==> src/sv/spq_pkg.sv <==
`default_nettype none
// ----------------------------------------------------------------------------
// spq_pkg: shared types and constants of the sorted priority queue
// Holds the request and response transfer formats, the stored entry format
// and the control bundle that drives every cell of the chain.
// ----------------------------------------------------------------------------
package spq_pkg;

   localparam int SPQ_DEPTH     = 16;
   localparam int PRIO_WIDTH    = 16;
   localparam int PAYLOAD_WIDTH = 32;
   localparam int COUNT_WIDTH   = $clog2(SPQ_DEPTH + 1);

   typedef enum logic [1:0] {
      REQ_ENQUEUE = 2'd0,
      REQ_DEQUEUE = 2'd1,
      REQ_PEEK    = 2'd2,
      REQ_CLEAR   = 2'd3
   } spq_req_type;

   typedef enum logic [1:0] {
      STATUS_OK    = 2'd0,
      STATUS_EMPTY = 2'd1,
      STATUS_FULL  = 2'd2
   } spq_status_type;

   typedef struct packed {
      spq_req_type              req_type;
      logic [PRIO_WIDTH-1:0]    in_priority;
      logic [PAYLOAD_WIDTH-1:0] in_payload;
   } spq_request_type;

   typedef struct packed {
      spq_status_type           status;
      logic [PRIO_WIDTH-1:0]    out_priority;
      logic [PAYLOAD_WIDTH-1:0] out_payload;
      logic [COUNT_WIDTH-1:0]   count;
   } spq_response_type;

   typedef struct packed {
      logic [PRIO_WIDTH-1:0]    prio;
      logic [PAYLOAD_WIDTH-1:0] payload;
   } spq_entry_type;

   typedef struct packed {
      logic insert;
      logic remove;
   } spq_cell_ctrl_type;

endpackage
`default_nettype wire

==> src/sv/spq_cell.sv <==
`default_nettype none
// ----------------------------------------------------------------------------
// spq_cell: one slot of the sorted chain
// Holds one entry. On insert it keeps its entry, takes the new entry or takes
// its front neighbor's entry; on remove it takes its back neighbor's entry.
// ----------------------------------------------------------------------------
module spq_cell (
   input  wire                        clock,
   input  spq_pkg::spq_cell_ctrl_type ctrl,
   input  spq_pkg::spq_entry_type     new_entry,
   input  spq_pkg::spq_entry_type     prev_entry,
   input  wire                        prev_below,
   input  spq_pkg::spq_entry_type     next_entry,
   input  wire                        occupied,
   output spq_pkg::spq_entry_type     entry,
   output logic                       below
);
   import spq_pkg::*;

   spq_entry_type entry_ff;
   spq_entry_type entry_in;

   // The new entry goes behind every stored entry of equal or higher priority.
   assign below = occupied && (entry_ff.prio >= new_entry.prio);
   assign entry = entry_ff;

   always_comb begin
      entry_in = entry_ff;
      if (ctrl.insert) begin
         if (below) begin
            entry_in = entry_ff;
         end else if (prev_below) begin
            entry_in = new_entry;
         end else begin
            entry_in = prev_entry;
         end
      end else if (ctrl.remove) begin
         entry_in = next_entry;
      end
   end

   always_ff @(posedge clock) begin
      entry_ff <= entry_in;
   end

endmodule
`default_nettype wire

==> src/sv/sorted_priority_queue.sv <==
`default_nettype none
// ----------------------------------------------------------------------------
// sorted_priority_queue: priority queue kept as a sorted chain of cells
// Cell 0 holds the front entry; each cell compares its priority with the
// incoming one and shifts in step with its neighbors.
//
//   Channel  Ports                           Direction  Transfer format
//   req      req_valid req_stall req_data    in         spq_request_type
//   rsp      rsp_valid rsp_stall rsp_data    out        spq_response_type
//
// One request is taken per cycle while req_stall is low; its response is registered and appears in the next cycle.
// All cells compare and shift together, in the cycle in which the request is taken.
// Reset clears the count and the response valid; no clearing pass is run.
// req_stall is high while a response is held and rsp_stall is high.
// ----------------------------------------------------------------------------
module sorted_priority_queue (
   input  wire                       clock,
   input  wire                       reset,
   input  wire                       req_valid,
   output logic                      req_stall,
   input  spq_pkg::spq_request_type  req_data,
   output logic                      rsp_valid,
   input  wire                       rsp_stall,
   output spq_pkg::spq_response_type rsp_data
);
   import spq_pkg::*;

   logic [COUNT_WIDTH-1:0] count_ff;
   logic [COUNT_WIDTH-1:0] count_in;
   logic                   rsp_valid_ff;
   logic                   rsp_valid_in;
   spq_response_type       rsp_data_ff;
   spq_response_type       rsp_data_in;

   logic              accept;
   logic              full;
   logic              empty;
   spq_cell_ctrl_type ctrl;
   spq_entry_type     new_entry;
   spq_entry_type     cell_entry [SPQ_DEPTH];
   logic              cell_below [SPQ_DEPTH];

   assign req_stall = rsp_valid_ff && rsp_stall;
   assign accept    = req_valid && !req_stall;
   assign full      = (count_ff == COUNT_WIDTH'(SPQ_DEPTH));
   assign empty     = (count_ff == '0);
   assign new_entry = '{prio: req_data.in_priority, payload: req_data.in_payload};

   assign ctrl.insert = accept && (req_data.req_type == REQ_ENQUEUE) && !full;
   assign ctrl.remove = accept && (req_data.req_type == REQ_DEQUEUE) && !empty;

   for (genvar k = 0; k < SPQ_DEPTH; k++) begin : g_cell
      spq_entry_type prev_entry;
      logic          prev_below;
      spq_entry_type next_entry;

      if (k == 0) begin : g_head
         assign prev_entry = new_entry;
         assign prev_below = 1'b1;
      end else begin : g_body
         assign prev_entry = cell_entry[k-1];
         assign prev_below = cell_below[k-1];
      end

      if (k == SPQ_DEPTH - 1) begin : g_tail
         assign next_entry = cell_entry[k];
      end else begin : g_link
         assign next_entry = cell_entry[k+1];
      end

      spq_cell u_cell (
         .clock      (clock),
         .ctrl       (ctrl),
         .new_entry  (new_entry),
         .prev_entry (prev_entry),
         .prev_below (prev_below),
         .next_entry (next_entry),
         .occupied   (count_ff > COUNT_WIDTH'(k)),
         .entry      (cell_entry[k]),
         .below      (cell_below[k])
      );
   end

   always_comb begin
      count_in    = count_ff;
      rsp_data_in = rsp_data_ff;
      if (accept) begin
         rsp_data_in.status       = STATUS_OK;
         rsp_data_in.out_priority = '0;
         rsp_data_in.out_payload  = '0;
         unique case (req_data.req_type)
            REQ_ENQUEUE: begin
               if (full) begin
                  rsp_data_in.status = STATUS_FULL;
               end else begin
                  count_in = count_ff + 1'b1;
               end
            end
            REQ_DEQUEUE, REQ_PEEK: begin
               if (empty) begin
                  rsp_data_in.status = STATUS_EMPTY;
               end else begin
                  rsp_data_in.out_priority = cell_entry[0].prio;
                  rsp_data_in.out_payload  = cell_entry[0].payload;
                  if (req_data.req_type == REQ_DEQUEUE) begin
                     count_in = count_ff - 1'b1;
                  end
               end
            end
            REQ_CLEAR: begin
               count_in = '0;
            end
            default: begin
               count_in = count_ff;
            end
         endcase
         rsp_data_in.count = count_in;
      end
   end

   always_comb begin
      if (accept) begin
         rsp_valid_in = 1'b1;
      end else begin
         rsp_valid_in = rsp_valid_ff && rsp_stall;
      end
   end

   always_ff @(posedge clock) begin
      if (reset) begin
         count_ff     <= '0;
         rsp_valid_ff <= 1'b0;
      end else begin
         count_ff     <= count_in;
         rsp_valid_ff <= rsp_valid_in;
      end
   end

   always_ff @(posedge clock) begin
      rsp_data_ff <= rsp_data_in;
   end

   assign rsp_valid = rsp_valid_ff;
   assign rsp_data  = rsp_data_ff;

   a_count_bound: assert property (@(posedge clock) disable iff (reset)
      count_ff <= COUNT_WIDTH'(SPQ_DEPTH))
      else $error("entry count exceeds depth");

   a_insert_count: assert property (@(posedge clock) disable iff (reset)
      ctrl.insert |=> count_ff == $past(count_ff) + 1'b1)
      else $error("enqueue did not grow the count");

   a_remove_count: assert property (@(posedge clock) disable iff (reset)
      ctrl.remove |=> count_ff == $past(count_ff) - 1'b1)
      else $error("dequeue did not shrink the count");

   a_clear_rsp: assert property (@(posedge clock) disable iff (reset)
      accept && (req_data.req_type == REQ_CLEAR) |=> rsp_valid_ff && rsp_data_ff.count == '0)
      else $error("clear response does not report an empty store");

endmodule
`default_nettype wire
==> config.mk <==
export PLATFORM = sky130hd
export DESIGN_NAME = sorted_priority_queue
export DESIGN_NICKNAME = d
export VERILOG_FILES = /design/src/sv/spq_pkg.sv /design/src/sv/spq_cell.sv /design/src/sv/sorted_priority_queue.sv
export SDC_FILE = /design/constraint.sdc
export NUM_CORES = 2
export LEC_CHECK = 0
export ABC_CLOCK_PERIOD_IN_PS = 13700
export BUFFER_PORTS_ARGS = -buffer_cell sky130_fd_sc_hd__buf_2
export CAP_MARGIN = 10
export CORE_MARGIN = 8
export CORE_UTILIZATION = 45
export CTS_BUF_LIST = sky130_fd_sc_hd__clkbuf_8
export CTS_CLUSTER_DIAMETER = 120
export DETAILED_ROUTE_END_ITERATION = 16
export PLACE_DENSITY = 0.69
export SETUP_SLACK_MARGIN = 0.5
export SYNTH_ARGS = -nofsm -noshare
export SYNTH_HDL_FRONTEND = slang
export SYNTH_SLANG_ARGS = --single-unit
==> constraint.sdc <==
create_clock -name clock -period 13.7 [get_ports clock]
set_input_delay 0.685 -clock clock [delete_from_list [all_inputs] [get_ports clock]]
set_output_delay 0.685 -clock clock [all_outputs]
set_load 0.01 [all_outputs]
==> qor.yml <==
outcome: "finished clean"
drv_slew: 0
antenna_found_initial: 8
routedWlPerCell_um: 25.4
core_area_sq_um: 102000
skew_ns: 0.0611
initial_core_util_pct: 45.4
dp_hpwl_um: 84600
syn_area_sq_um: 46200
io_pins: 111
synth_area_leader_cell: "edfxtp_1"
critical_path_depth: 11
rsz0062_at_grt: "no"
clockRootBuffer: "clkbuf_8"
finalWorstSetupSlack_ns: 8.36
cp_num_buf_inv: 5
slew_headroom_pct: 20.9
synthToLayoutAreaGrowth_pct: 9.33
dp_worst_setup_slack_ns: 8.38
dieArea_sq_um: 113000
synthAdderAreaFrac_pct: 7.15
r2r-end: "g_cell[6].u_cell.entry[20]$_DFFE_PP_"
endpoint_kind: "register"
num_vias: 35736
netlist_instances: 4288
hp-class: "input pin to register"
fillers: 9092
die_w_um: 336
p_leak_nw: 20.1
post_cts.repair.setup_buffers: 0
r2r_cells: 11
cts_resized: 0
cts_tree: "done"
nets: 4571
placed_cell_area_sq_um: 47700
startpoint: "count_ff[1]$_SDFFE_PP0P_"
required_ns: 14.35
max_freq_mhz: 187
hold_violations: 0
synth_area_per_cell_sq_um: 10.8
ctsHoldBuffers: 0
synth-compound-area-share_pct: 14.2
portBuffers: 110
grt_max_degree: 252
gp_congestion: 0.951
synth-async-reset-ratio_pct: 0
synthDistinctLibCells: 62
grt_pass1_wl_um: 218000
final_area_sq_um: 50500
synth_edf_count: 823
min_period_over_period_pct: 39.0
power.density_nw_per_um2: 117
cp_max_fo: 213
drtPass1Iterations: 8
synth_top_area_share_pct: 53.5
max_stage_delay_ns: 0.70
r2r_start: "count_ff[1]$_SDFFE_PP0P_"
cp_slowest_cell: "buf_12"
synth-main-ff-cell: "edfxtp_1"
rrSetupSlack_ns: 8.36
vias_per_cell: 6.21
ys_ff_latch: 829
finalSetupTns_ns: 0
wl_um: 146000
yosys-top-cells-area: "edfxtp_1 53%, mux2i_1 8.6%, ha_1 7.2%, nand2_1 4.6%, o21ai_0 3.7%"
drc_errors: 0
path_common_cell: "buf_12"
seq_area_frac_synth_pct: 53.8
h-tree-depth: 4
syn-num-nets: 4606
yosysWarningCount: 0
clk_path_buf_depth: 3
first_iter_violations: 4579
grt_overflow: 0
cts.sinks: 829
crit_type: "register to register"
worst_pin_slew_ns: 1.19
layout_commonest_cell: "edfxtp_1"
ir_worst_vdd_mv: 0.0796
clk_latency_ns: 0.84
grt_pass1_vias: 34580
std_cell_rows: 117
ant_nets: 0
worstSetupStartpointType: "register"
synth.area.mux_share_pct: 9.82
crit_chain: "inv_1, ha_1, nand4bb_1, nand2_1, nor2_4, buf_4, buf_12, buf_12, buf_12, nand2_1, o211ai_1"
critPathTopFamily: "buffers and inverters"
fp.dieH_um: 336
synth_top_family_by_area: "compound AO/OA/AOI/OAI gates"
grt_use_total_pct: 25.0
numCtsBuffers: 147
arrival_ns: 5.99
final_cell_mix: "823 x edfxtp_1, 560 x nand2_1, 432 x nor2_1"
synthXorXnorAreaFrac_pct: 0
maxCapViolCount: 0
synth-simple-area-share_pct: 11.3
clk_pin_slew_ns: 0.06
critical_path.endpoint: "g_cell[6].u_cell.entry[20]$_DFFE_PP_"
setup_viol: 0
period_needed_ns: 5.34
layout-drive-gt1-share_pct: 11.2
[through the flow]
stage / hold WS [ns] / total power, W / utilization [%] / instances
6_report: 0.0886 / 0.00593 / 49.6 / 5750
5_1_grt: 0.0638 / 0.00614 / 49.6 / 5747
4_1_cts: 0.00941 / 0.00595 / 49.6 / 5743
3_5_place_dp: 0.527 / 0.00371 / 46.8 / 5471
3_3_place_gp: 0.518 / 0.00369 / 46.8 / 5471
2_1_floorplan: 0.514 / 0.00346 / - / 4288
[routing by layer]
layer / GRT usage (%) / share of wire (%) / up-vias
met2: 38.3 / 44 / 2017
li1: - / - / 15967
met4: 10.7 / 4.3 / 0
met5: 0 / 0 / -
met1: 34.1 / 41 / 17393
met3: 5.66 / 11 / 359
[worst min-delay path, delay by kind of cell]
kind / cells / cell delay (ns)
and+or+nand+nor: 2 / 0.11
buffers and inverters: 1 / 0.09
[flip-flops by register name, summed over array words and instances, names as in the netlist]
name / flops
count_ff: 5
rsp_valid: 1
g_cell.u_cell.entry: 768
rsp_data: 55
[Yosys cell counts (6+ instances only)]
cell type	instances
o21ai_0	343
nand2_1	572
o22ai_1	144
dfxtp_1	6
nand2b_1	16
nor2_1	433
buf_2	130
o21ai_1	29
and3_1	49
edfxtp_1	823
a2111oi_0	8
nand4_1	31
buf_6	6
nor3_1	10
o21a_1	14
mux2i_1	399
ha_1	264
a21o_1	29
clkbuf_1	181
buf_4	15
buf_1	15
inv_1	46
a31oi_1	7
a21oi_1	329
mux2_2	48
o221a_2	48
o211ai_1	104
a211oi_1	11
nand3_1	114
[area by class of cell]
type | instances | area, sq um | share of cell area, %
diodes | 6 | 15.0 | 0.0297
clock buffers | 151 | 2080 | 4.11
clock inverters | 121 | 732 | 1.45
inverters | 47 | 178 | 0.352
multi-input cells | 3065 | 19900 | 39.5
flip-flops and latches | 829 | 24800 | 49.2
well taps | 1368 | 1710 | 3.39
repair buffers | 163 | 1020 | 2.03
[power by group]
part,leakage (nW),switching [W],internal (W)
Clock,1.60,0.00112,0.00114
Combinational,10.8,0.000465,0.000206
Sequential,7.65,0.0000693,0.00293
[kinds of logic after synthesis]
family	Yosys count
and+or+nand+nor	1253
AOI/OAI and AO/OA	1101
DFF	829
muxes	447
buffers and inverters	394
adders and majority gates	264
[how the worst min path moves through the flow]
| stage | from | end | slack [ns] | cells after the start |
|---|---|---|---|---|
| 6_report | req_valid | rsp_valid$_SDFF_PP0_ | 0.09 | 3 |
| 3_5_place_dp | g_cell[15].u_cell.entry[23]$_DFFE_PP_ | g_cell[14].u_cell.entry[23]$_DFFE_PP_ | 0.53 | 2 |
| 3_3_place_gp | g_cell[15].u_cell.entry[0]$_DFFE_PP_ | g_cell[14].u_cell.entry[0]$_DFFE_PP_ | 0.52 | 2 |
| 2_1_floorplan | g_cell[15].u_cell.entry[0]$_DFFE_PP_ | g_cell[14].u_cell.entry[0]$_DFFE_PP_ | 0.51 | 2 |
| 4_1_cts | req_valid | rsp_valid$_SDFF_PP0_ | 0.009 | 3 |
| 5_1_grt | req_valid | rsp_valid$_SDFF_PP0_ | 0.06 | 3 |
(Power assumes the default switching activity.)
